$ cat src/rtl/umie_pkg.sv
`timescale 1ns / 1ps

package umie_pkg;

  localparam int WORD_BITS      = 32;
  localparam int OP_BITS        = 4;
  localparam int REG_FIELD_BITS = 3;
  localparam int LV_BITS        = 25;
  localparam int NUM_REGISTERS  = 8;

  // Bit positions of the register fields inside an instruction word
  localparam int FIELD_A_LSB  = 6;
  localparam int FIELD_B_LSB  = 3;
  localparam int FIELD_C_LSB  = 0;
  localparam int FIELD_LV_LSB = LV_BITS;

  typedef enum logic [OP_BITS-1:0] {
    OP_CMOV   = 4'd0,
    OP_SLOAD  = 4'd1,
    OP_SSTORE = 4'd2,
    OP_ADD    = 4'd3,
    OP_MUL    = 4'd4,
    OP_DIV    = 4'd5,
    OP_NAND   = 4'd6,
    OP_HALT   = 4'd7,
    OP_MAP    = 4'd8,
    OP_UNMAP  = 4'd9,
    OP_OUT    = 4'd10,
    OP_IN     = 4'd11,
    OP_LOADP  = 4'd12,
    OP_LV     = 4'd13
  } um_op_t;

  typedef enum logic [3:0] {
    REQ_DONE     = 4'd0,
    REQ_OUTPUT   = 4'd1,
    REQ_LOAD     = 4'd2,
    REQ_STORE    = 4'd3,
    REQ_MAP      = 4'd4,
    REQ_UNMAP    = 4'd5,
    REQ_LOADP    = 4'd6,
    REQ_HALT     = 4'd7,
    REQ_ILLEGAL  = 4'd8,
    REQ_PROTOCOL = 4'd9
  } req_kind_t;

  // Item kind on the input channel
  localparam logic ITEM_EXECUTE = 1'b0;
  localparam logic ITEM_DELIVER = 1'b1;

  typedef enum logic [2:0] {
    ST_IDLE,
    ST_EXEC,
    ST_STORE,
    ST_DIV,
    ST_HOLD
  } state_t;

  typedef struct packed {
    req_kind_t   kind;
    logic [7:0]  obyte;
    logic [31:0] seg;
    logic [31:0] widx;
    logic [31:0] sval;
    logic [31:0] npc;
    logic        fault;
  } result_t;

endpackage

$ cat src/rtl/um_instruction_execute.sv
`timescale 1ns / 1ps

// Execute unit for the 14-opcode Universal Machine.
// Input channel (in_valid/in_ready): one transaction per item. opcode selects
// between executing an instruction word and delivering a returned word
// (loaded memory word or new segment id) to the register that a load or map
// left pending. input_word is the value taken by the input instruction.
// Output channel (out_valid/out_ready): exactly one result transaction per
// item, carrying the request kind and its operands plus the next fetch pc.
// Configuration: cfg_wr_en/cfg_wr_data load the register init value; all
// eight registers read as that value until each is written again.
// Every item passes through ST_EXEC before its result is formed, except
// divide with a nonzero divisor, which goes on through ST_DIV (32 steps of the radix-2
// divider), and store, which goes on through ST_STORE (a third register read on the single
// read port of the first register-file copy).
// Items are taken one at a time: in_ready is high only in ST_IDLE.
// The register file lives in two copies of an 8x32 synchronous RAM, one
// read port each, so two operands come back in the cycle after the address.
// Reset clears the pc, the wait flag and halted state, and marks every
// register as holding the init value (0 after reset); no clearing pass.
// A result that the receiver stalls waits in the output register; the next
// input transaction is still taken, and its result holds until room frees.

module um_instruction_execute #(
  parameter int NUM_REGISTERS = umie_pkg::NUM_REGISTERS
) (
  input  logic        clk,
  input  logic        rst,
  // configuration
  input  logic        cfg_wr_en,
  input  logic [31:0] cfg_wr_data,
  // input channel
  input  logic        in_valid,
  output logic        in_ready,
  input  logic        opcode,
  input  logic [31:0] instruction,
  input  logic [31:0] return_word,
  input  logic [31:0] input_word,
  // output channel
  output logic        out_valid,
  input  logic        out_ready,
  output logic [3:0]  request_kind,
  output logic [7:0]  out_byte,
  output logic [31:0] segment_id,
  output logic [31:0] word_index,
  output logic [31:0] store_value,
  output logic [31:0] next_pc,
  output logic        divide_fault
);

  import umie_pkg::*;

  localparam int AW = $clog2(NUM_REGISTERS);

  // ---------------------------------------------------------------------------
  // Control and architectural state
  // ---------------------------------------------------------------------------
  state_t state, state_next;

  logic [31:0]   pc, pc_next;
  logic [AW-1:0] pend, pend_next;
  logic          awaiting, awaiting_next;
  logic          halted, halted_next;

  // register init value and per-register "written since init" flags
  logic [31:0]              reg_init;
  logic [NUM_REGISTERS-1:0] vld;

  // captured transaction
  logic        opc_q;
  logic [31:0] ins_q;
  logic [31:0] ret_q;
  logic [31:0] inw_q;

  // operands held for the store's third read
  logic [31:0] rb_q;
  logic [31:0] rc_q;

  // iterative divider
  logic [31:0] div_rem;
  logic [31:0] div_quo;
  logic [31:0] div_dvs;
  logic [4:0]  div_cnt;

  result_t held;

  // ---------------------------------------------------------------------------
  // Register file: two RAM copies written together
  // ---------------------------------------------------------------------------
  logic          wr_en;
  logic [AW-1:0] wr_addr;
  logic [31:0]   wr_data;
  logic [AW-1:0] rd1_addr;
  logic [AW-1:0] rd2_addr;
  logic [31:0]   ram1_q;
  logic [31:0]   ram2_q;

  umie_ram #(
    .WIDTH (32),
    .DEPTH (NUM_REGISTERS)
  ) u_ram1 (
    .clk   (clk),
    .we    (wr_en),
    .waddr (wr_addr),
    .wdata (wr_data),
    .raddr (rd1_addr),
    .rdata (ram1_q)
  );

  umie_ram #(
    .WIDTH (32),
    .DEPTH (NUM_REGISTERS)
  ) u_ram2 (
    .clk   (clk),
    .we    (wr_en),
    .waddr (wr_addr),
    .wdata (wr_data),
    .raddr (rd2_addr),
    .rdata (ram2_q)
  );

  // Instruction fields of the captured word
  logic [AW-1:0] fa, fb, fc, flv;
  um_op_t        op;

  assign fa  = ins_q[FIELD_A_LSB +: AW];
  assign fb  = ins_q[FIELD_B_LSB +: AW];
  assign fc  = ins_q[FIELD_C_LSB +: AW];
  assign flv = ins_q[FIELD_LV_LSB +: AW];
  assign op  = um_op_t'(ins_q[WORD_BITS-1 -: OP_BITS]);

  // Issue B and C reads straight from the incoming word while idle; the store
  // reuses the first port for A in the next cycle.
  assign rd1_addr = (state == ST_EXEC) ? fa : instruction[FIELD_B_LSB +: AW];
  assign rd2_addr = instruction[FIELD_C_LSB +: AW];

  // Registers not written since the last init read as the init value
  logic [31:0] rb, rc, ra;

  assign rb = vld[fb] ? ram1_q : reg_init;
  assign rc = vld[fc] ? ram2_q : reg_init;
  assign ra = vld[fa] ? ram1_q : reg_init;

  logic [31:0] prod;
  assign prod = rb * rc;

  // ---------------------------------------------------------------------------
  // Divider step: restoring, one quotient bit per cycle
  // ---------------------------------------------------------------------------
  logic [32:0] rem_sh;
  logic        div_ge;
  logic [31:0] rem_diff;
  logic [31:0] rem_step;
  logic [31:0] quo_step;
  logic        div_last;

  assign rem_sh   = {div_rem, div_quo[31]};
  assign div_ge   = rem_sh >= {1'b0, div_dvs};
  assign rem_diff = rem_sh[31:0] - div_dvs;
  assign rem_step = div_ge ? rem_diff : rem_sh[31:0];
  assign quo_step = {div_quo[30:0], div_ge};
  assign div_last = (div_cnt == 5'd31);

  // ---------------------------------------------------------------------------
  // Datapath: decode, execute and result formation
  // ---------------------------------------------------------------------------
  result_t fin;
  logic    fin_valid;
  logic    to_div;
  logic    to_store;

  always_comb begin
    fin           = '0;
    fin.kind      = REQ_DONE;
    fin_valid     = 1'b0;
    to_div        = 1'b0;
    to_store      = 1'b0;
    wr_en         = 1'b0;
    wr_addr       = fa;
    wr_data       = rb;
    pc_next       = pc;
    pend_next     = pend;
    awaiting_next = awaiting;
    halted_next   = halted;

    unique case (state)
      ST_EXEC: begin
        fin_valid = 1'b1;
        if (halted) begin
          fin.kind = REQ_HALT;
        end else if (opc_q == ITEM_DELIVER) begin
          if (awaiting) begin
            wr_en         = 1'b1;
            wr_addr       = pend;
            wr_data       = ret_q;
            awaiting_next = 1'b0;
          end else begin
            fin.kind = REQ_PROTOCOL;
          end
        end else if (awaiting) begin
          fin.kind = REQ_PROTOCOL;
        end else begin
          pc_next = pc + 32'd1;
          unique case (op)
            OP_CMOV: begin
              wr_en = (rc != 32'd0);
            end
            OP_SLOAD: begin
              fin.kind      = REQ_LOAD;
              fin.seg       = rb;
              fin.widx      = rc;
              pend_next     = fa;
              awaiting_next = 1'b1;
            end
            OP_SSTORE: begin
              // A arrives next cycle on the first read port
              fin_valid = 1'b0;
              to_store  = 1'b1;
            end
            OP_ADD: begin
              wr_en   = 1'b1;
              wr_data = rb + rc;
            end
            OP_MUL: begin
              wr_en   = 1'b1;
              wr_data = prod;
            end
            OP_DIV: begin
              if (rc == 32'd0) begin
                wr_en     = 1'b1;
                wr_data   = '1;
                fin.fault = 1'b1;
              end else begin
                fin_valid = 1'b0;
                to_div    = 1'b1;
              end
            end
            OP_NAND: begin
              wr_en   = 1'b1;
              wr_data = ~(rb & rc);
            end
            OP_HALT: begin
              fin.kind    = REQ_HALT;
              halted_next = 1'b1;
              pc_next     = pc;
            end
            OP_MAP: begin
              fin.kind      = REQ_MAP;
              fin.sval      = rc;
              pend_next     = fb;
              awaiting_next = 1'b1;
            end
            OP_UNMAP: begin
              fin.kind = REQ_UNMAP;
              fin.seg  = rc;
            end
            OP_OUT: begin
              fin.kind  = REQ_OUTPUT;
              fin.obyte = rc[7:0];
            end
            OP_IN: begin
              wr_en   = 1'b1;
              wr_addr = fc;
              wr_data = inw_q;
            end
            OP_LOADP: begin
              fin.kind = REQ_LOADP;
              fin.seg  = rb;
              pc_next  = rc;
            end
            OP_LV: begin
              wr_en   = 1'b1;
              wr_addr = flv;
              wr_data = {{(WORD_BITS-LV_BITS){1'b0}},
                         ins_q[LV_BITS-1:0]};
            end
            default: begin
              fin.kind    = REQ_ILLEGAL;
              halted_next = 1'b1;
              pc_next     = pc;
            end
          endcase
        end
      end
      ST_STORE: begin
        fin_valid = 1'b1;
        fin.kind  = REQ_STORE;
        fin.seg   = ra;
        fin.widx  = rb_q;
        fin.sval  = rc_q;
      end
      ST_DIV: begin
        if (div_last) begin
          fin_valid = 1'b1;
          wr_en     = 1'b1;
          wr_data   = quo_step;
        end
      end
      ST_IDLE, ST_HOLD: begin
      end
      default: begin
      end
    endcase

    fin.npc = pc_next;
  end

  // ---------------------------------------------------------------------------
  // Sequencer
  // ---------------------------------------------------------------------------
  logic out_free;
  assign out_free = !out_valid || out_ready;

  always_comb begin
    state_next = state;
    unique case (state)
      ST_IDLE: begin
        if (in_valid) begin
          state_next = ST_EXEC;
        end
      end
      ST_EXEC: begin
        if (to_div) begin
          state_next = ST_DIV;
        end else if (to_store) begin
          state_next = ST_STORE;
        end else begin
          state_next = out_free ? ST_IDLE : ST_HOLD;
        end
      end
      ST_STORE: begin
        state_next = out_free ? ST_IDLE : ST_HOLD;
      end
      ST_DIV: begin
        if (div_last) begin
          state_next = out_free ? ST_IDLE : ST_HOLD;
        end
      end
      ST_HOLD: begin
        if (out_free) begin
          state_next = ST_IDLE;
        end
      end
      default: begin
        state_next = ST_IDLE;
      end
    endcase
  end

  logic out_load_fin;
  logic out_load_held;
  logic held_load;

  always_comb begin
    in_ready      = 1'b0;
    out_load_fin  = 1'b0;
    out_load_held = 1'b0;
    held_load     = 1'b0;
    unique case (state)
      ST_IDLE: begin
        in_ready = 1'b1;
      end
      ST_EXEC, ST_STORE, ST_DIV: begin
        out_load_fin = fin_valid && out_free;
        held_load    = fin_valid && !out_free;
      end
      ST_HOLD: begin
        out_load_held = out_free;
      end
      default: begin
      end
    endcase
  end

  // ---------------------------------------------------------------------------
  // Registers
  // ---------------------------------------------------------------------------
  always_ff @(posedge clk) begin
    if (rst) begin
      state    <= ST_IDLE;
      pc       <= '0;
      pend     <= '0;
      awaiting <= 1'b0;
      halted   <= 1'b0;
      reg_init <= '0;
      vld      <= '0;
      out_valid <= 1'b0;
    end else begin
      state <= state_next;
      if (state == ST_EXEC) begin
        pc       <= pc_next;
        pend     <= pend_next;
        awaiting <= awaiting_next;
        halted   <= halted_next;
      end
      // a config write re-inits every register; write it only while idle (not enforced here)
      if (cfg_wr_en) begin
        reg_init <= cfg_wr_data;
        vld      <= '0;
      end else if (wr_en) begin
        vld[wr_addr] <= 1'b1;
      end
      if (out_load_fin || out_load_held) begin
        out_valid <= 1'b1;
      end else if (out_ready) begin
        out_valid <= 1'b0;
      end
    end
  end

  // Payload registers
  always_ff @(posedge clk) begin
    if (in_valid && in_ready) begin
      opc_q <= opcode;
      ins_q <= instruction;
      ret_q <= return_word;
      inw_q <= input_word;
    end
    if (state == ST_EXEC) begin
      rb_q <= rb;
      rc_q <= rc;
    end
    // load the divider on entry, then shift one quotient bit per cycle
    if (to_div) begin
      div_rem <= '0;
      div_quo <= rb;
      div_dvs <= rc;
      div_cnt <= '0;
    end else if (state == ST_DIV) begin
      div_rem <= rem_step;
      div_quo <= quo_step;
      div_cnt <= div_cnt + 5'd1;
    end
    if (held_load) begin
      held <= fin;
    end
    if (out_load_fin) begin
      request_kind <= 4'(fin.kind);
      out_byte     <= fin.obyte;
      segment_id   <= fin.seg;
      word_index   <= fin.widx;
      store_value  <= fin.sval;
      next_pc      <= fin.npc;
      divide_fault <= fin.fault;
    end else if (out_load_held) begin
      request_kind <= 4'(held.kind);
      out_byte     <= held.obyte;
      segment_id   <= held.seg;
      word_index   <= held.widx;
      store_value  <= held.sval;
      next_pc      <= held.npc;
      divide_fault <= held.fault;
    end
  end

  // ---------------------------------------------------------------------------
  // Assertions
  // ---------------------------------------------------------------------------
  a_hold_means_busy: assert property (@(posedge clk) disable iff (rst)
    (state == ST_HOLD) |-> out_valid)
    else $error("result held while output register is empty");

  a_no_write_idle: assert property (@(posedge clk) disable iff (rst)
    (state == ST_IDLE || state == ST_HOLD) |-> !wr_en)
    else $error("register file written with no item at work");

  a_halt_sticks: assert property (@(posedge clk) disable iff (rst)
    halted |=> halted)
    else $error("halted state cleared without reset");

  a_one_at_a_time: assert property (@(posedge clk) disable iff (rst)
    (in_valid && in_ready) |=> !in_ready)
    else $error("second transaction accepted while an item is at work");

endmodule

$ cat src/rtl/umie_ram.sv
`timescale 1ns / 1ps

module umie_ram #(
  parameter int WIDTH = 32,
  parameter int DEPTH = 8
) (
  input  logic                     clk,
  input  logic                     we,
  input  logic [$clog2(DEPTH)-1:0] waddr,
  input  logic [WIDTH-1:0]         wdata,
  input  logic [$clog2(DEPTH)-1:0] raddr,
  output logic [WIDTH-1:0]         rdata
);

  logic [WIDTH-1:0] mem [DEPTH];

  always_ff @(posedge clk) begin
    if (we) begin
      mem[waddr] <= wdata;
    end
    rdata <= mem[raddr];
  end

endmodule
$ cat config.mk
export PLATFORM = sky130hd
export DESIGN_NAME = um_instruction_execute
export DESIGN_NICKNAME = d
export VERILOG_FILES = /design/src/rtl/umie_pkg.sv /design/src/rtl/um_instruction_execute.sv /design/src/rtl/umie_ram.sv
export SDC_FILE = /design/constraint.sdc
export NUM_CORES = 2
export LEC_CHECK = 0
export ABC_CLOCK_PERIOD_IN_PS = 12660
export BUFFER_PORTS_ARGS = -buffer_cell sky130_fd_sc_hd__clkbuf_2
export CAP_MARGIN = 0
export CORE_UTILIZATION = 48
export CTS_CLUSTER_DIAMETER = 100
export DETAILED_ROUTE_END_ITERATION = 16
export MAX_ROUTING_LAYER = met4
export PLACE_DENSITY_LB_ADDON = 0.15
export SYNTH_ARGS = -nofsm -noshare
export SYNTH_HDL_FRONTEND = slang
export SYNTH_SLANG_ARGS = --single-unit
$ cat constraint.sdc
create_clock -name clk -period 12.66 [get_ports clk]
set_input_delay 1.899 -clock clk [delete_from_list [all_inputs] [get_ports clk]]
set_output_delay 1.899 -clock clk [all_outputs]
set_load 0.01 [all_outputs]
Yosys cells after proc, flatten, opt, wreduce, memory -nomap -nowiden
Memories as Yosys holds them, arrays and structs flattened. A register that Yosys moved wholly into a read port is not among the register bits.
Index checks and enable logic that the tools add are counted.
- bits in writable memories: 512
- flip-flop bits (word level): 625
- word-level logic and storage cells: 214
- bits of input ports: 134
- memories: 2
- output and inout bits: 143
- magnitude comparators: 6
- reductions and logical operators: 27
- mux-type cells: 115
- multipliers: 1
- bitwise gates (word level): 6
- $add $sub $neg: 4
- eq/ne operators: 21
- memories (name ; words ; width ; rd ports ; clocked after Yosys merged registers in ; write ports ; line ; RTL):
    u_ram1.mem ; 8 ; 32 ; 1 ; 1 ; 1 ; umie_ram.sv:15 ; logic [WIDTH-1:0] mem [DEPTH];
    u_ram2.mem ; 8 ; 32 ; 1 ; 1 ; 1 ; umie_ram.sv:15 ;
- operator list (kind ; count):
    $mux 32 ; 26
    $mux 104 ; 3
    $pmux 32 s2 ; 3
    $pmux 32 s6 ; 1
    $pmux 96 s2 ; 1
    $mux 1 ; 46
    $mux 3 ; 12
    $ge 33x32->1 ; 1
    $add 32x1->32 const B ; 1
    $add 32x32->32 ; 1
    $and 32x32->32 ; 1
    $logic_not 32->1 ; 1
    $mul 32x32->32 ; 1
    $mux 8 ; 4
    $not 32->32 ; 1
    $reduce_bool 32->1 ; 1
    $sub 32x32->32 ; 1
    $pmux 4 s7 ; 1
    $eq 4x4->1 const B ; 6
    $mux 4 ; 6
    $eq 4x3->1 const B ; 4
    $lt 3x4->1 const B ; 4
    $pmux 3 s5 ; 1
    $reduce_or 13->1 ; 1
    other kinds (31) ; 52

Logic depth before layout (Yosys ltp)
- depth in word-level cells: 14
- depth in mapped cells: 34
- depth with buffers taken out: 32

By module
From an unflattened synthesis, not the netlist that was laid out.
- cells, all modules: 5423
- area, all modules: 67204.5 um^2
- modules (own cells, without submodules) (module ; sequential area each (um^2) ; times used ; cells an instance ; area each (um^2)):
    um_instruction_execute ; 17586.9 ; 1 ; 4593 ; 46271.9
    umie_ram ; 8328.0 ; 2 ; 415 ; 10466.3

Worst setup path after synthesis
No wires, ideal clock.
- path type: register to register
- start: register ins_q[0]
- end: register held[0] (netlist bit) (enable)
- clock period less this slack: 10472 ps
- setup slack: 2188 ps
- arrival: 9747 ps
- data required time: 11935 ps
- cell stages (with the launch flop): 12
- library setup time: 725 ps
- path buffers: 1
- cells stage by stage: edfxtp_1 > mux4_2 > mux2i_4 > buf_6 > mux2i_1 > nand4_1 > nor4_2 > nand3_1 > nor2_2 > or3_4 > o41ai_2 > a31oi_1
- cells in the longest elaborated chain, start to end: 12
- ends and longest elaborated chain (what ; line ; RTL):
    from (decl) ; um_instruction_execute.sv:71 ; logic [31:0] ins_q;
    from (signal assigned) ; um_instruction_execute.sv:415 ; ins_q <= instruction;
    $bmux 1 s3 ; um_instruction_execute.sv:141 ; assign rc = vld[fc] ? ram2_q : reg_init;
    $mux 1 (implied by the code) ; um_instruction_execute.sv:141 ;
    $mux 32 ; um_instruction_execute.sv:141 ;
    $logic_not 32->1 ; um_instruction_execute.sv:229 ; if (rc == 32'd0) begin
    $mux 1 ; um_instruction_execute.sv:229 ;
    $pmux 1 s2 ; um_instruction_execute.sv:204 ; unique case (op)
    $mux 1 ; um_instruction_execute.sv:200 ; end else if (awaiting) begin
    $mux 1 ; um_instruction_execute.sv:191 ; end else if (opc_q == ITEM_DELIVER) begin
    $mux 1 ; um_instruction_execute.sv:189 ; if (halted) begin
    $pmux 1 s3 ; um_instruction_execute.sv:186 ; unique case (state)
    $logic_and 1x1->1 ; um_instruction_execute.sv:365 ; held_load = fin_valid && !out_free;
    $mux 1 ; um_instruction_execute.sv:359 ; unique case (state)
    net held_load ; um_instruction_execute.sv:352 ; logic held_load;
    to (signal assigned) ; um_instruction_execute.sv:435 ; held <= fin;
    to (decl) ; um_instruction_execute.sv:85 ; result_t held;
The timed path passes the listed nets, and every way through them passes these cells. The select of a mux whose other input is x is not followed.
A chain may end at the register's enable or synchronous reset.

Worst setup path after layout
- start: register ins_q[4]
- end: memory u_ram2.mem[6][30] (data pin)
- elaborated cells on any way between the ends: 15
- classes of those cells: add/sub: 1; mul: 1; mux: 11; bitwise: 2
- RTL lines (what ; line ; RTL):
    $bmux 1 s3 (*) ; um_instruction_execute.sv:140 ; assign rb = vld[fb] ? ram1_q : reg_init;
    $mux 1 (implied by the code) (*) ; um_instruction_execute.sv:140 ;
    $mux 32 (*) ; um_instruction_execute.sv:140 ;
    net rb[4] ; um_instruction_execute.sv:138 ; logic [31:0] rb, rc, ra;
    $mul 32x32->32 or $add 32x32->32 (tied branches) ; um_instruction_execute.sv:145, um_instruction_execute.sv:222 ;
    $pmux 32 s6 (*) ; um_instruction_execute.sv:204 ;
    $mux 32 (*) ; um_instruction_execute.sv:200 ;
    $mux 32 (*) ; um_instruction_execute.sv:191 ;
    $mux 32 (*) ; um_instruction_execute.sv:189 ;
    $pmux 32 s2 (*) ; um_instruction_execute.sv:186 ;
    net u_ram1.wdata[30] ; umie_ram.sv:10 ; input logic [WIDTH-1:0] wdata,
    to (decl) ; umie_ram.sv:15 ;
The timed path passes the listed nets; every way through them passes the cells marked *. The select of a mux whose other input is x is not followed.

==> impl_metrics.csv <==
group,metric,value,unit
hold_path,hold_depth,2,
hold_path,worstHoldStart,"div_cnt[4]",
setup_path,startpoint_type,"register",
run,max-cap-violations,0,
setup_path,r2r_setup_slack,1120,ps
setup_path,crit_required,12990,ps
place,dp_hpwl,151200,um
layout,top_register,"u_ram2.mem",
route,vias_per_cell,6.172,
pwr,ir_drop,0.1247,mV
route,drt_iter0_markers,5719,
yosys,synth-seq-cells,945,
pwr,leakage,0.02659,uW
sta,rsz0062_at_grt,"false",
yosys,yosys.area.top_type,"edfxtp_1",
layout,drive_gt1_share,17.48,%
setup_path,cpMostUsedCell,"fa_1",
yosys,synthTopCellsByArea,"edfxtp_1 39%, fa_1 14%, dfxtp_1 6.2%, mux4_2 5.1%, ha_1 4.1%",
place,port_buffers,276,
route,post_drt_wl_per_cell,30.45,um
setup_path,setup.worst_path.class,"reg2reg",
route,routed_wirelength,214200,um
layout,nNetsFinal,6070,
setup_path,cp_max_fo,24,
die,die-area,0.1236,sq mm
clock_network,cts_buffers,99,
yosys,synth_edf_count,763,
global_routing,antenna_found_initial,7,
die,core.rowCount,127,
sta,whs,466.5,ps
status,outcome,"finished, final reports clean",
clock_network,ctsResizeCount,0,
clock_network,clk_latency,750,ps
clock_network,cts_tree,"built",
sta,finalHoldViolations,0,
clock_network,cts.path.max_buffers,3,
setup_path,crit_slowest_cell,"clkinv_1",
clock_network,htree_levels,3,
die,die_width,351.6,um
die,die_y,351.6,um
die,start_util,48.64,%
sta,min_period_over_period,91.14,%
yosys,syn_area,0.05866,sq mm
setup_path,r2r_cells,30,
hold_path,holdPathEnd,"div_cnt[4]",
setup_path,crit_arrival,11870,ps
route,drtPass1Iterations,10,
clock_network,cts_setup_buffers,0,
clock_network,cts-hold-fix-buffers,0,
hold_path,hp-class,"reg2reg",
sta,min_period,11540,ps
route,vias,43430,
yosys,synth-seq-area-share,45.27,%
global_routing,grt-ovfl-total,0,
sta,clock_skew,59.90,ps
sta,drv_slew,0,
yosys,yosys.area.top_type_share,39.06,%
yosys,syn_inst,5067,
global_routing,gr-usage-all-layers,35.90,%
layout,largest_reg_flops,256,
global_routing,grt_pass1_vias,42470,
route,ant_nets,0,
layout,areaGrowthSynthToFinish,12.69,%
clock_network,path_clk_slew,70,ps
die,num_io_pins,277,
pwr,pwr_density_cell,123.9,mW/mm^2
layout,final_common_cell,"edfxtp_1",
yosys,netlist-cell-type-count,82,
global_routing,grt_max_degree,134,
place,globalplace.congestion,1.043,
sta,worst_pin_slew,1358,ps
yosys,synth_warnings,0,
setup_path,r2r_end,"u_ram2.mem[6][30]",
setup_path,endpoint_kind,"register",
yosys,syn-num-nets,5801,
clock_network,cts-root-buf,"clkbuf_16",
clock_network,clock_sinks,945,
sta,fmax,86.67,MHz
global_routing,grt_pass1_wl,302800,um
layout,final_cell_mix,"763 x edfxtp_1, 537 x nor2_1, 505 x inv_1, 480 x nand2_1, 410 x fa_1",
layout,largestRegisters,"u_ram2.mem: 256 flops, held: 141 flops",
setup_path,reg2reg_from,"ins_q[4]",
sta,relSlewSlack,9.456,%
route,drc,0,
setup_path,slowest_delay,820,ps
yosys,async_reset_ff_share,0,%
yosys,avgSynthCellArea,11.58,sq um
yosys,synth_ff_type,"edfxtp_1",
die,core_area,0.1206,sq mm
sta,setup_viol,0,
sta,setup-tns-final,0,ps
==> stage by stage <==
stage	setup slack (ps)	power (uW)	utilization [%]	std cells	instance area [sq um]
floorplan	2188	4529	-	5067	58660
detailed placement	1388	5114	51.92	6847	62630
CTS	1311	8197	54.80	7034	66100
global placement	1619	5117	51.92	6847	62630
global route	787.0	8446	54.81	7035	66100
finish	1121	8190	54.81	7037	66100
==> worst max-delay path by stage <==
stage,startpoint,to,slack (ps)
floorplan,ins_q[0],held[0],2190
global placement,ins_q[4],u_ram2.mem[0][30],1620
detailed placement,ins_q[4],u_ram2.mem[1][30],1390
CTS,ins_q[4],u_ram2.mem[6][30],1310
global route,ins_q[4],u_ram2.mem[6][30],790
finish,ins_q[4],u_ram2.mem[6][30],1120
==> worst max-delay path: cells and delay by family, from the launching register on <==
kind	cells	cell delay [ps]
muxes	4	1640
buffers and inverters	6	1530
and+or+nand+nor	2	570
AOI/OAI and AO/OA	8	2660
DFF	1	450
adders and majority gates	10	4240
==> cells by family after synthesis <==
| kind of cell | synth area share [%] |
|---|---|
| simple gates | 8.892 |
| flops | 45.27 |
| compound gates | 9.012 |
| buf+inv | 5.343 |
| fa+ha+maj | 18.04 |
| mux | 11.26 |
| xor+xnor | 2.180 |
==> area by class of cell <==
cell class                      instances  area [sq um]
Multi-Input combinational cell       3313         29400
Timing Repair Buffer                  435          2615
Antenna cell                            3         7.507
Fill cell                           10340         54500
Tap cell                             1612          2017
Sequential cell                       945         26560
Inverter                              542          2034
Clock buffer                          137          2730
Clock inverter                         50         742.0
==> synth_stat cells (23+ instances only) <==
cell,instances
fa_1,410
o21a_1,25
clkinv_1,26
xnor2_1,113
o22ai_1,61
nor2_1,540
mux2_1,52
ha_1,190
nor2b_1,33
o21ai_0,324
a221oi_1,39
nand2b_1,23
a21oi_1,139
mux2_2,127
a22oi_1,50
mux4_2,134
mux2i_1,147
edfxtp_1,763
inv_1,507
a31oi_1,25
nor3_1,24
a21o_1,27
buf_1,41
nand3_1,69
dfxtp_1,182
clkbuf_1,201
xor2_1,33
nand2_1,481
==> routing by layer <==
layer	wire [um]	global-route usage (%)	vias up
met4	14930	20.68	0
met2	93300	52.22	2789
li1	-	-	18290
met1	80840	45.25	21630
met5	0	-	-
met3	25170	9.594	723
==> report_power, final <==
part	switching, uW	internal (uW)	total [uW]
Sequential	76.9	3490	3570
Combinational	990	543	1530
Clock	1290	1790	3090
Total	2360	5830	8190
Power figures use the tool's default switching activity.
